## src/rtl/multi_timer_tick_expiry_unit_assert.svh

```systemverilog
// Assertion macros for the timer table; the enclosing module supplies clk and arst_n.
`ifndef MULTI_TIMER_TICK_EXPIRY_UNIT_ASSERT_SVH
`define MULTI_TIMER_TICK_EXPIRY_UNIT_ASSERT_SVH

// Same-cycle implication.
`define MTTE_ASSERT_NOW(lbl, ante, cons, msg) \
	lbl: assert property (@(posedge clk) disable iff (!arst_n) (ante) |-> (cons)) \
		else $error(msg);

// Next-cycle implication.
`define MTTE_ASSERT_NEXT(lbl, ante, cons, msg) \
	lbl: assert property (@(posedge clk) disable iff (!arst_n) (ante) |=> (cons)) \
		else $error(msg);

`endif

```

## src/rtl/mtte_pkg.sv

```systemverilog
`timescale 1ns / 1ps

package mtte_pkg;

	localparam int TIMERS_DEF = 16;
	localparam logic [4:0] TS_NONE = 5'd16;
	localparam logic [31:0] DEADLINE_NONE = 32'hFFFF_FFFF;

	typedef enum logic [0:0] {
		OP_TICK = 1'b0,
		OP_ARM  = 1'b1
	} mtte_op_t;

	typedef enum logic [2:0] {
		ST_IDLE,
		ST_CHECK,
		ST_SCAN,
		ST_EVAL,
		ST_FLUSH
	} mtte_state_t;

	typedef struct packed {
		logic        operation;
		logic [3:0]  timer_index;
		logic [31:0] deadline;
		logic [31:0] payload;
	} mtte_in_t;

	typedef struct packed {
		logic [3:0]  expired_index;
		logic [31:0] expired_payload;
		logic        task_switch;
		logic        last_result;
	} mtte_out_t;

endpackage

```

## src/rtl/mtte_out_stage.sv

```systemverilog
`timescale 1ns / 1ps

module mtte_out_stage
	import mtte_pkg::*;
(
	input  logic      clk,
	input  logic      arst_n,
	input  logic      push,
	input  mtte_out_t push_item,
	output logic      free,
	output logic      out_valid,
	input  logic      out_ready,
	output mtte_out_t out_data
);

	logic      valid_q;
	mtte_out_t data_q;

	assign free      = !valid_q || out_ready;
	assign out_valid = valid_q;
	assign out_data  = data_q;

	always_ff @(posedge clk or negedge arst_n) begin
		if (!arst_n) begin
			valid_q <= 1'b0;
		end else if (push) begin
			valid_q <= 1'b1;
		end else if (out_ready) begin
			valid_q <= 1'b0;
		end
	end

	always_ff @(posedge clk) begin
		if (push) begin
			data_q <= push_item;
		end
	end

endmodule

```

## src/rtl/multi_timer_tick_expiry_unit.sv

```systemverilog
`timescale 1ns / 1ps

// Table of TIMERS one-shot timers with absolute deadlines against a wrapping 32-bit
// tick count. A tick transfer goes from idle to a check state and back to idle when
// the earliest deadline is still ahead. Otherwise the table is scanned one entry at a
// time through the single read port of the deadline/payload memory, with a read state
// and an evaluate state per entry, and then flushed. An evaluate step may wait on the
// result side, as may the flush, which sends a task-switch result after any pending
// payload result. Results leave through an output register in index order. The
// task-switch result comes after the scan, and last_result is set on the final one. The
// block takes no new item until scan and flush are done. No clearing pass after reset.
`include "multi_timer_tick_expiry_unit_assert.svh"

module multi_timer_tick_expiry_unit
	import mtte_pkg::*;
#(
	parameter int TIMERS = TIMERS_DEF
) (
	input  logic       clk,
	input  logic       arst_n,
	input  logic       in_valid,
	output logic       in_ready,
	input  mtte_in_t   in_data,
	output logic       out_valid,
	input  logic       out_ready,
	output mtte_out_t  out_data,
	input  logic       cfg_wen,
	input  logic [4:0] cfg_wdata
);

	localparam int IW = (TIMERS > 1) ? $clog2(TIMERS) : 1;
	localparam logic [IW-1:0] LAST_IDX = IW'(TIMERS - 1);

	mtte_state_t state_q, state_d;
	logic [31:0] tick_q;
	logic [31:0] earliest_q;
	logic [TIMERS-1:0] armed_q;
	logic [4:0] tst_q;
	logic [IW-1:0] idx_q;
	logic ts_hit_q;
	logic held_valid_q;
	mtte_out_t held_q;

	logic [31:0] dl_mem [TIMERS];
	logic [31:0] pay_mem [TIMERS];
	logic [31:0] dl_rd_q;
	logic [31:0] pay_rd_q;

	logic accept, tick_go, arm_ok;
	logic hit, is_ts, stall;
	logic out_free;
	logic push;
	mtte_out_t push_item;
	mtte_out_t new_item;
	logic rd_en, idx_clr, idx_inc, disarm, ear_reset, ear_load;
	logic held_load, held_clr, ts_set, ts_clr;

	assign in_ready = (state_q == ST_IDLE);
	assign accept   = in_valid && in_ready;
	assign tick_go  = accept && (in_data.operation == OP_TICK);
	assign arm_ok   = accept && (in_data.operation == OP_ARM)
		&& (32'(in_data.timer_index) < 32'(TIMERS));

	assign hit   = armed_q[idx_q] && (tick_q >= dl_rd_q);
	assign is_ts = (8'(idx_q) == 8'(tst_q));

	always_comb begin
		new_item.expired_index   = 4'(idx_q);
		new_item.expired_payload = pay_rd_q;
		new_item.task_switch     = 1'b0;
		new_item.last_result     = 1'b0;
	end

	always_comb begin
		state_d   = state_q;
		push      = 1'b0;
		push_item = held_q;
		rd_en     = 1'b0;
		idx_clr   = 1'b0;
		idx_inc   = 1'b0;
		disarm    = 1'b0;
		ear_reset = 1'b0;
		ear_load  = 1'b0;
		held_load = 1'b0;
		held_clr  = 1'b0;
		ts_set    = 1'b0;
		ts_clr    = 1'b0;
		stall     = 1'b0;
		case (state_q)
			ST_IDLE: begin
				if (tick_go) begin
					state_d = ST_CHECK;
				end
			end
			ST_CHECK: begin
				if (earliest_q > tick_q) begin
					state_d = ST_IDLE;
				end else begin
					ear_reset = 1'b1;
					idx_clr   = 1'b1;
					state_d   = ST_SCAN;
				end
			end
			ST_SCAN: begin
				rd_en   = 1'b1;
				state_d = ST_EVAL;
			end
			ST_EVAL: begin
				// a second payload result can only go once the pending one has left
				stall = hit && !is_ts && held_valid_q && !out_free;
				if (!stall) begin
					if (hit) begin
						disarm = 1'b1;
						if (is_ts) begin
							ts_set = 1'b1;
						end else begin
							push      = held_valid_q;
							held_load = 1'b1;
						end
					end else if (armed_q[idx_q] && (dl_rd_q < earliest_q)) begin
						ear_load = 1'b1;
					end
					if (idx_q == LAST_IDX) begin
						state_d = ST_FLUSH;
					end else begin
						idx_inc = 1'b1;
						state_d = ST_SCAN;
					end
				end
			end
			ST_FLUSH: begin
				if (out_free) begin
					if (held_valid_q) begin
						push                  = 1'b1;
						push_item.last_result = !ts_hit_q;
						held_clr              = 1'b1;
						if (!ts_hit_q) begin
							state_d = ST_IDLE;
						end
					end else if (ts_hit_q) begin
						push                      = 1'b1;
						push_item.expired_index   = tst_q[3:0];
						push_item.expired_payload = '0;
						push_item.task_switch     = 1'b1;
						push_item.last_result     = 1'b1;
						ts_clr                    = 1'b1;
						state_d                   = ST_IDLE;
					end else begin
						state_d = ST_IDLE;
					end
				end
			end
			default: begin
				state_d = ST_IDLE;
			end
		endcase
	end

	always_ff @(posedge clk or negedge arst_n) begin
		if (!arst_n) begin
			state_q      <= ST_IDLE;
			tick_q       <= '0;
			earliest_q   <= DEADLINE_NONE;
			armed_q      <= '0;
			tst_q        <= TS_NONE;
			idx_q        <= '0;
			ts_hit_q     <= 1'b0;
			held_valid_q <= 1'b0;
		end else begin
			state_q <= state_d;
			if (cfg_wen) begin
				tst_q <= cfg_wdata;
			end
			if (tick_go) begin
				tick_q <= tick_q + 32'd1;
			end
			if (arm_ok) begin
				armed_q[IW'(in_data.timer_index)] <= 1'b1;
				if (in_data.deadline < earliest_q) begin
					earliest_q <= in_data.deadline;
				end
			end else if (ear_reset) begin
				earliest_q <= DEADLINE_NONE;
			end else if (ear_load) begin
				earliest_q <= dl_rd_q;
			end
			if (disarm) begin
				armed_q[idx_q] <= 1'b0;
			end
			if (idx_clr) begin
				idx_q <= '0;
			end else if (idx_inc) begin
				idx_q <= idx_q + IW'(1);
			end
			if (ts_set) begin
				ts_hit_q <= 1'b1;
			end else if (ts_clr) begin
				ts_hit_q <= 1'b0;
			end
			if (held_load) begin
				held_valid_q <= 1'b1;
			end else if (held_clr) begin
				held_valid_q <= 1'b0;
			end
		end
	end

	// hold the newest expired entry until the next one shows whether it is the last
	always_ff @(posedge clk) begin
		if (held_load) begin
			held_q <= new_item;
		end
	end

	always_ff @(posedge clk) begin
		if (arm_ok) begin
			dl_mem[IW'(in_data.timer_index)]  <= in_data.deadline;
			pay_mem[IW'(in_data.timer_index)] <= in_data.payload;
		end
		if (rd_en) begin
			dl_rd_q  <= dl_mem[idx_q];
			pay_rd_q <= pay_mem[idx_q];
		end
	end

	mtte_out_stage u_out (
		.clk       (clk),
		.arst_n    (arst_n),
		.push      (push),
		.push_item (push_item),
		.free      (out_free),
		.out_valid (out_valid),
		.out_ready (out_ready),
		.out_data  (out_data)
	);

	`MTTE_ASSERT_NOW(a_idle_clean, state_q == ST_IDLE, !held_valid_q && !ts_hit_q,
		"pending result left over outside a scan")
	`MTTE_ASSERT_NEXT(a_earliest_only_lowers, state_q != ST_CHECK,
		earliest_q <= $past(earliest_q), "earliest deadline rose outside the tick check")
	`MTTE_ASSERT_NEXT(a_tick_advance, tick_go,
		(tick_q == $past(tick_q) + 32'd1) && (state_q == ST_CHECK),
		"tick transfer did not advance the count")
	`MTTE_ASSERT_NOW(a_push_free, push, out_free, "result pushed into a full output register")

endmodule
```

## config.mk

```make
export PLATFORM = sky130hd
export DESIGN_NAME = multi_timer_tick_expiry_unit
export DESIGN_NICKNAME = d
export VERILOG_FILES = /design/src/rtl/mtte_pkg.sv /design/src/rtl/mtte_out_stage.sv /design/src/rtl/multi_timer_tick_expiry_unit.sv
export VERILOG_INCLUDE_DIRS = /design/src /design/src/rtl
export SDC_FILE = /design/constraint.sdc
export NUM_CORES = 1
export LEC_CHECK = 0
export ABC_AREA = 1
export BUFFER_PORTS_ARGS = -buffer_cell sky130_fd_sc_hd__clkbuf_2
export CAP_MARGIN = 40
export CORE_MARGIN = 5
export CORE_UTILIZATION = 55
export DETAILED_ROUTE_END_ITERATION = 6
export GPL_TIMING_DRIVEN = 0
export PLACE_DENSITY_LB_ADDON = 0.15
export SLEW_MARGIN = 15
export SYNTH_ARGS = -nofsm -noshare
export SYNTH_HDL_FRONTEND = slang
export SYNTH_HIERARCHICAL = 1
export SYNTH_SLANG_ARGS = --single-unit
export TNS_END_PERCENT = 20
```

## constraint.sdc

```tcl
create_clock -name clk -period 8.4 [get_ports clk]
set_input_delay 0.42 -clock clk [delete_from_list [all_inputs] [get_ports clk]]
set_output_delay 0.42 -clock clk [all_outputs]
set_load 0.01 [all_outputs]
```

* Word-level counts from Yosys, hierarchy flattened
Memory sizes are Yosys's and may differ from the RTL's. A register that Yosys moved wholly into a read port is not among the register bits.
Index checks and enable logic that the tools add are counted.
** Cells by class
- Add/subtract/negate cells :: 2
- Magnitude comparators :: 8
- Eq/ne operators :: 11
- Multiplexer cells :: 69
- Bitwise operators :: 6
- Reductions and logical operators :: 25
** Operators with widths (count)
- 32-bit two-way mux :: 4
- 38-bit two-way mux :: 3
- 32-bit < comparator :: 2
- 1-bit two-way mux :: 45
- 37-bit two-way mux :: 1
- 32-bit by 1-bit adder with 32-bit output (second input constant) :: 1
- 32-bit greater-or-equal comparator :: 1
- 32-bit greater-than comparator :: 1
- 16-bit two-way mux :: 2
- 3-bit two-way mux :: 6
- 16-bit bitwise AND :: 1
- 16-bit inverter :: 1
- 16-bit OR :: 1
- 3-bit case mux with 5 select lines :: 1
- 1-bit logical AND :: 10
- 4-bit by 5-bit < comparator with 1-bit output (second input constant) :: 2
- 1-bit demux with 4-bit select :: 2
- 4-bit by 1-bit greater-or-equal comparator with 1-bit output (second input constant) :: 2
- 4-bit two-way mux :: 2
- 2-bit nonzero test :: 4
- 3-bit by 2-bit equality test with 1-bit output (second input constant) :: 2
- 4-bit by 5-bit equality test with 1-bit output :: 1
- 4-bit by 1-bit adder with 4-bit output (second input constant) :: 1
- 1-bit binary-select mux with 4-bit select :: 1
- 16 further kinds :: 24
** Word-level totals
- Bits in registers :: 169
- Memory bits (writable) :: 1024
- Input bits :: 79
- Output and inout port bits :: 40
- Logic and storage cells :: 138
- Memories kept :: 2
** Memories
- dl_mem :: words 16, width 32, rd ports 1, clocked after memory_dff 1, write ports 1, line multi_timer_tick_expiry_unit.sv:44 : logic [31:0] dl_mem [TIMERS];
- pay_mem :: words 16, width 32, rd ports 1, clocked after memory_dff 1, write ports 1, line multi_timer_tick_expiry_unit.sv:45 : logic [31:0] pay_mem [TIMERS];

* Depth between registers and ports, before layout
Gate-level depths: netlist of the first run.
- Word-level depth :: 11
- Gate-level depth with buffers :: 22
- Gate-level depth less buffers :: 20

* Hierarchy
The synthesis of the first run kept the hierarchy.
** Modules (own cells, without submodules)
- multi_timer_tick_expiry_unit :: times used 1, cells an instance 4169, area each 50592.3 µm², sequential area each 36145.9 µm²
- mtte_out_stage :: times used 1, cells an instance 43, area each 1186.1 µm², sequential area each 1166.1 µm²

* Least setup slack after synthesis of the first run
OpenSTA, ideal clock, no wires.
- Path kind :: register -> register
- Start point :: register state_q[2]
- End point :: memory dl_mem[10][0] (enable)
- Setup time :: 0.488 ns
- Data arrival time :: 3.961 ns
- Required time :: 7.912 ns
- Slack :: 3.951 ns
- Cell stages (with the launch flop) :: 7
- Buffers on the path :: 1
- Clock period less this slack :: 4.449 ns
- Path through :: dfrtp_1 > nor2_2 > nand3_2 > nor2_1 > clkbuf_1 > nand3_1 > nor2_1
** On the way
- Word-level cells in the longest chain between the ends :: 5
** Ends and longest elaborated chain
- start: declaration :: line multi_timer_tick_expiry_unit.sv:34 : mtte_state_t state_q, state_d;
- start signal: assignment :: line multi_timer_tick_expiry_unit.sv:170 : state_q <= state_d;
- 3-bit zero test :: line multi_timer_tick_expiry_unit.sv:58 : assign in_ready = (state_q == ST_IDLE);
- 1-bit logical AND :: line multi_timer_tick_expiry_unit.sv:59 : assign accept = in_valid && in_ready;
- 1-bit logical AND :: line multi_timer_tick_expiry_unit.sv:61 : assign arm_ok = accept && (in_data.operation == OP_ARM)
- 1-bit two-way mux :: line multi_timer_tick_expiry_unit.sv:216 : if (arm_ok) begin
- 1-bit two-way mux (implied by the code) :: line multi_timer_tick_expiry_unit.sv:217 : dl_mem[IW'(in_data.timer_index)] <= in_data.deadline;
- end: declaration :: line multi_timer_tick_expiry_unit.sv:44
No other way between the ends.

* Worst setup path after layout of the first run
- Start point :: register idx_q[0]
- End point :: register u_out.data_q, in the netlist u_out/out_data[26] (enable)
** On the way
- Word-level cells in the longest chain between the ends :: 8
- Elaborated cells on any way between the ends :: 12
- Those cells by class :: 1 x eq/ne; 6 x mux; 5 x reduce/logical
** Ends and longest elaborated chain
- start: declaration :: line multi_timer_tick_expiry_unit.sv:39 : logic [IW-1:0] idx_q;
- start signal: assignment :: line multi_timer_tick_expiry_unit.sv:193 : idx_q <= idx_q + IW'(1);
- 1-bit binary-select mux with 4-bit select :: line multi_timer_tick_expiry_unit.sv:64 : assign hit = armed_q[idx_q] && (tick_q >= dl_rd_q);
- 1-bit two-way mux (implied by the code) :: line multi_timer_tick_expiry_unit.sv:64
- 1-bit logical AND :: line multi_timer_tick_expiry_unit.sv:64
- 1-bit logical AND (3 in series) :: line multi_timer_tick_expiry_unit.sv:110 : stall = hit && !is_ts && held_valid_q && !out_free;
- 1-bit two-way mux * :: line multi_timer_tick_expiry_unit.sv:111 : if (!stall) begin
- 1-bit case mux with 2 select lines * :: line multi_timer_tick_expiry_unit.sv:89 : case (state_q)
- via push :: line multi_timer_tick_expiry_unit.sv:52 : logic push;
- end signal: assignment :: line mtte_out_stage.sv:35 : data_q <= push_item;
- end: declaration :: line mtte_out_stage.sv:17 : mtte_out_t data_q;
The timed path passes the listed nets; every way through them passes the cells marked *. The select of a mux whose other input is x is not followed.
A chain may end at the register's enable or synchronous reset.

==> impl_metrics.env, run 1 <==
export IMPL_power_w=0.0179
export IMPL_grt_pass1_wl_um=209000
export IMPL_path_cells="buf_4 -> buf_4 -> buf_4 -> o21ai_1 -> nor2_1 -> nand3_1 -> nand3_1 -> inv_1 -> nor2_4 -> nand3_1 -> o22ai_4 -> buf_16 -> buf_16"
export IMPL_cp_required_ns=8.82
export IMPL_path_buf_inv=6
export IMPL_cts_sinks=1257
export IMPL_pre_cts_slack_ns=4.93
export IMPL_arrival_ns=3.94
export IMPL_clk_pin_slew_worst_paths_ns=0.06
export IMPL_worst_clock_skew_ns=0.0243
export IMPL_io_buffers=117
export IMPL_initialDrtViolationCount=4087
export IMPL_fin_util=0.638
export IMPL_synth_distinct_cells=43
export IMPL_crit_type="reg -> reg"
export IMPL_drt_total_wl_um=142000
export IMPL_synth_area_mm2=0.0518
export IMPL_finalSetupTns_ns=0
export IMPL_final_common_cell="edfxtp_1"
export IMPL_vdd_drop_max_mv=0.187
export IMPL_start_util=0.555
export IMPL_synth_fp_nets=4425
export IMPL_post_drt_wl_per_cell_um=24.0
export IMPL_route_detailed_drc=0
export IMPL_dieArea_mm2=0.100
export IMPL_final_nets=4752
export IMPL_hold_path_depth=3
export IMPL_drive_above_1_share=0.0997
export IMPL_cellLeakagePower_nw=21.4
export IMPL_rsz0062_at_grt="false"
export IMPL_gr_total_overflow=0
export IMPL_cp_depth=13
export IMPL_ys_seq_area_frac=0.721
export IMPL_ios=119
export IMPL_cp_max_fo=18
export IMPL_power_density_mw_per_mm2=300
export IMPL_final_hold_viol_count=0
export IMPL_fillers=7032
export IMPL_hold_path_class="in -> reg"
export IMPL_max_freq_mhz=284
export IMPL_grt_max_degree=77
export IMPL_viasPerCell=5.94
export IMPL_final_period_utilization=0.419
export IMPL_core_mm2=0.0933
export IMPL_gp_congestion=0.869
export IMPL_yosysWarnings=6
export IMPL_via_count=35000
export IMPL_slowest_stage="dfrtp_1"
export IMPL_areaGrowthSynthToFinish_pct=15.1
export IMPL_clk_latency_ns=0.72
export IMPL_slew_viol_final=0
export IMPL_slew_headroom=0.422
export IMPL_tritoncts="yes"
export IMPL_worstRegToRegCells=13
export IMPL_cts_buffers=131
export IMPL_rows=112
export IMPL_groute_usage_overall=0.280
export IMPL_timing_final_crit_period_ns=3.52
export IMPL_cts_resized=0
export IMPL_finalInstanceArea_mm2=0.0596
export IMPL_status="complete, no violations"
export IMPL_place_area_mm2=0.0555
export IMPL_htreeDepth=4
export IMPL_max_cap_viol_count=0
export IMPL_slowest_delay_ns=0.45
export IMPL_tightest_slew_ns=0.867
export IMPL_drtAntennaViolNets=0
export IMPL_die_y_um=317
export IMPL_crit_family="buffers and inverters"
export IMPL_antenna_found_initial=7
export IMPL_syn_avg_cell_area_um2=12.3
export IMPL_cts_buffer_depth=3
export IMPL_synthCells=4212
export IMPL_first_pass_iters=6
export IMPL_setup_viol=0
export IMPL_synth_top_cell_area_share=0.674
export IMPL_mostFrequentLayoutCells="edfxtp_1, nand2_1, nor2_1"
export IMPL_layout_setup_ws_ns=4.88
export IMPL_hpwl_um=97200
export IMPL_yosysTopAreaCell="edfxtp_1"
export IMPL_ys_ff_latch=1257
export IMPL_start_kind="flop"
export IMPL_synthTopCellsByArea="edfxtp_1, o21ai_0, nor2_1"
export IMPL_die_w_um=317
export IMPL_grt_pass1_vias=33700
export IMPL_cts_root_buf="clkbuf_16"
export IMPL_worstSetupEndpointType="flop"
## registers in the layout, indices dropped and copies added, names as in the netlist
signal	flops
dl_mem	512
pay_mem	512
u_out/out_data	38
held_q	36
dl_rd_q	32
earliest_q	32
pay_rd_q	32
tick_q	32
armed_q	16
tst_q	5
idx_q	4
state_q	3
held_valid_q	1
ts_hit_q	1
u_out/out_valid	1
## power by group
group | total, W | internal [W] | leakage, nW | switching (W)
registers | 0.00741 | 0.00724 | 11.6 | 0.000168
clock network | 0.00548 | 0.00313 | 1.96 | 0.00235
logic | 0.00497 | 0.00144 | 7.90 | 0.00353
## worst min-delay path, stage by stage
cell	delay, ns
clkbuf_2	0.12
nor2_4	0.08
xor2_1	0.13
## worst paths after layout
| check | start | endpoint | slack, ns |
|---|---|---|---|
| max | idx_q[0] | u_out/out_data[26] | 4.88 |
| min | in_data[68] | tick_q[0] | 0.09 |
| max reg2reg | idx_q[0] | u_out/out_data[26] | 4.88 |
| min reg2reg | pay_rd_q[31] | held_q[33] | 0.41 |
| max in group asynchronous | arst_n | earliest_q[17] | 7.56 |
| min in group asynchronous | arst_n | armed_q[6] | 0.14 |
## cells in the mapped netlist (all sizes together)
cell type and instances:
a31oi 3, o31a 1, clkinv 1, ha 134, nand3b 1, a21o 2, dfrtp 62, nor4 7
nand4 75, clkbuf 201, or2 1, buf 28, o21bai 2, inv 202, xnor2 1, nor2 635
o21a 3, nor3b 1, nor3 29, a211oi 1, xor2 32, edfxtp 1162, dfstp 33, o21ba 1
o22ai 260, nand2 632, o31ai 1, nand3 80, a41oi 15, a21oi 61, a21boi 3, o21ai 542
## logic make-up after synthesis
group / share of synthesized area
flip-flops: 0.721
AND/OR/NAND/NOR: 0.115
buffers and inverters: 0.0320
adder cells (fa/ha/maj): 0.0324
AO/OA/AOI/OAI: 0.0948
XOR/XNOR: 0.00558
## layout make-up
| class | instances | area (um^2) | area share |
|---|---|---|---|
| flip-flops and latches | 1257 | 37300 | 0.626 |
| multi-input cells | 2523 | 13000 | 0.218 |
| clock buffers | 169 | 3550 | 0.0595 |
| repair buffers | 194 | 2040 | 0.0342 |
| well taps | 1254 | 1570 | 0.0263 |
| plain buffers | 229 | 901 | 0.0151 |
| inverters | 203 | 762 | 0.0128 |
| clock inverters | 60 | 482 | 0.00808 |
| diodes | 3 | 7.51 | 0.000126 |
## through the flow
step	hold WS (ns)	instances
2_1_floorplan	0.124	4212
3_3_place_gp	0.402	5583
3_5_place_dp	0.297	5652
4_1_cts	0.0448	5888
5_1_grt	0.0712	5891
6_report	0.0908	5892
## what timing repair did
| action | CTS | global route |
|---|---|---|
| hold buffers | 7 | 0 |
| hold endpoints to repair | 69 | 0 |
| buffers inserted | 0 | 0 |
## layer usage
layer	track usage	wire length [um]
met2	0.434	63900
met1	0.408	59000
met5	0	0
met3	0.0539	14300
met4	0.0917	4470
(Power assumes the default switching activity.)
==> inputs of run 2 (changes only) <==
==> constraint.sdc (replaced) <==
create_clock -name clk -period 3.5 [get_ports clk]
set_input_delay 0.175 -clock clk [delete_from_list [all_inputs] [get_ports clk]]
set_output_delay 0.175 -clock clk [all_outputs]
set_load 0.01 [all_outputs]
==> run 2 against run 1 <==
Wire length increased by 0.25%. Clock-buffer cell count unchanged. Setup slack got worse by 4.8 ns. Non-clock buffer count is 75 higher. Utilization is 0.83 points higher.
==> impl_metrics.env, run 2 (synthesized netlist as in run 1, its figures left out) <==
export IMPL_first_pass_iters=6
export IMPL_dieArea_mm2=0.100
export IMPL_setup_viol=0
export IMPL_grt_pass1_vias=34100
export IMPL_clk_latency_ns=0.73
export IMPL_stdcell_count=5968
export IMPL_switchingPower_w=0.0145
export IMPL_place_inst=5652
export IMPL_mostFrequentLayoutCells="edfxtp_1, nand2_1, nor2_1"
export IMPL_power_density_mw_per_mm2=711
export IMPL_cts_buffer_depth=3
export IMPL_final_common_cell="edfxtp_1"
export IMPL_gr_total_overflow=0
export IMPL_cts_buffers=131
export IMPL_tritoncts="yes"
export IMPL_layout_setup_ws_ns=0.0922
export IMPL_via_count=35300
export IMPL_cp_max_fo=10
export IMPL_hold_path_class="in -> reg"
export IMPL_viasPerCell=5.91
export IMPL_p_seq_frac=0.414
export IMPL_cts_root_buf="clkbuf_16"
export IMPL_grt_pass1_wl_um=210000
export IMPL_final_period_utilization=0.974
export IMPL_met1_length_um=58200
export IMPL_die_w_um=317
export IMPL_fillers=6979
export IMPL_status="complete, no violations"
export IMPL_areaGrowthSynthToFinish_pct=16.6
export IMPL_cts_sinks=1257
export IMPL_initialDrtViolationCount=4047
export IMPL_arrival_ns=3.92
export IMPL_combPwrFrac=0.279
export IMPL_max_cap_viol_count=0
export IMPL_drtAntennaViolNets=0
export IMPL_gp_congestion=0.869
export IMPL_antenna_found_initial=6
export IMPL_pre_cts_slack_ns=0.0319
export IMPL_htreeDepth=4
export IMPL_post_drt_wl_per_cell_um=23.8
export IMPL_final_nets=4827
export IMPL_worstSetupEndpointType="flop"
export IMPL_worst_clock_skew_ns=0.0268
export IMPL_slew_headroom=0.442
export IMPL_start_kind="flop"
export IMPL_power_frac_clock=0.306
export IMPL_timing_final_crit_period_ns=3.41
export IMPL_start_util=0.555
export IMPL_drt_total_wl_um=142000
export IMPL_cp_required_ns=4.01
export IMPL_rows=112
export IMPL_fin_util=0.647
export IMPL_internal_power_w=0.0284
export IMPL_power_w=0.0429
export IMPL_grt_max_degree=77
export IMPL_max_freq_mhz=293
export IMPL_io_buffers=117
export IMPL_sw_frac_of_total=0.338
export IMPL_hpwl_um=97200
export IMPL_drive_above_1_share=0.0987
export IMPL_groute_usage_overall=0.281
export IMPL_top_layer="met4"
export IMPL_crit_type="reg -> reg"
export IMPL_die_y_um=317
export IMPL_final_hold_viol_count=0
export IMPL_tightest_slew_ns=0.837
export IMPL_slew_viol_final=0
export IMPL_vdd_drop_max_mv=0.447
export IMPL_cellLeakagePower_nw=21.7
export IMPL_core_mm2=0.0933
export IMPL_rsz0062_at_grt="true"
export IMPL_route_detailed_drc=0
export IMPL_routed_wl_met3_um=15000
export IMPL_ios=119
export IMPL_clk_pin_slew_worst_paths_ns=0.06
export IMPL_wl_met2_um=64300
-- run 2: changes by cell type in the layout (fill, tap and decap cells not counted), sizes merged --
cell,before,now
buf,98,100
clkbuf,487,486
dlygate4sd3,7,81
diode,3,4
-- run 2: worst max-delay path, cell delays in order (launching register included) --
cell and delay [ns]:
dfrtp_1 0.44, clkinv_1 0.22, buf_2 0.59, clkbuf_2 0.63, clkbuf_1 0.53, nor2_1 0.09, o22ai_1 0.28, nand2_1 0.10
nand4_1 0.28
-- run 2: stage by stage --
step            TNS, ns  area [um^2]  hold slack (ns)
2_1_floorplan  -1004.32        51800           -0.121
3_3_place_gp   -4952.26        53900            0.380
3_5_place_dp          0        55500           0.0517
4_1_cts               0        60300          0.00107
5_1_grt          -0.117        60400           0.0250
6_report              0        60400           0.0323
-- run 2: final timing paths --
kind,startpoint,end,slack [ns],cells past startpoint
setup / recovery,idx_q[0],dl_rd_q[2],0.09,8
hold / removal,in_data[43],dl_mem[0][11],0.03,1
setup reg to reg,idx_q[0],dl_rd_q[2],0.09,8
hold reg to reg,pay_rd_q[31],held_q[33],0.41,0
max in group asynchronous,arst_n,tst_q[0],2.17,5
min in group asynchronous,arst_n,tst_q[4],0.53,3
-- run 2: repair_timing --
action                                  in CTS  in global routing
hold buffers                                81                  0
setup buffers                                0                  1
resized for setup                            0                  7
hold endpoints to repair                  1020                  0
endpoints found under the setup margin       0                 63
-- run 2: cell type report --
class / instances / area [um^2] / share of cell area
multi-input combinational: 2523 / 13000 / 0.215
timing repair buffer: 270 / 2800 / 0.0464
antenna: 4 / 10.0 / 0.000166
clock buffer: 169 / 3550 / 0.0587
buffer: 228 / 900 / 0.0149
tap: 1254 / 1570 / 0.0260
inverter: 203 / 762 / 0.0126
sequential: 1257 / 37300 / 0.618
clock inverter: 60 / 482 / 0.00798
-- run 2: routing by layer --
| layer | track usage | vias to the layer above |
|---|---|---|
| met3 | 0.0534 | 277 |
| met4 | 0.0919 | 0 |
| li1 | - | 16000 |
| met5 | 0 | - |
| met1 | 0.408 | 17200 |
| met2 | 0.437 | 1869 |
-- run 2: power groups by stage --
| stage | logic (W) | registers (W) | clock network, W |
|---|---|---|---|
| after global routing | 0.0132 | 0.0178 | 0.0139 |
| after CTS | 0.0119 | 0.0178 | 0.0133 |
| final | 0.0120 | 0.0178 | 0.0132 |
| after floorplan | 0.00724 | 0.0180 | 0 |
| after detailed placement | 0.0117 | 0.0181 | 0 |
| after global placement | 0.0112 | 0.0182 | 0 |
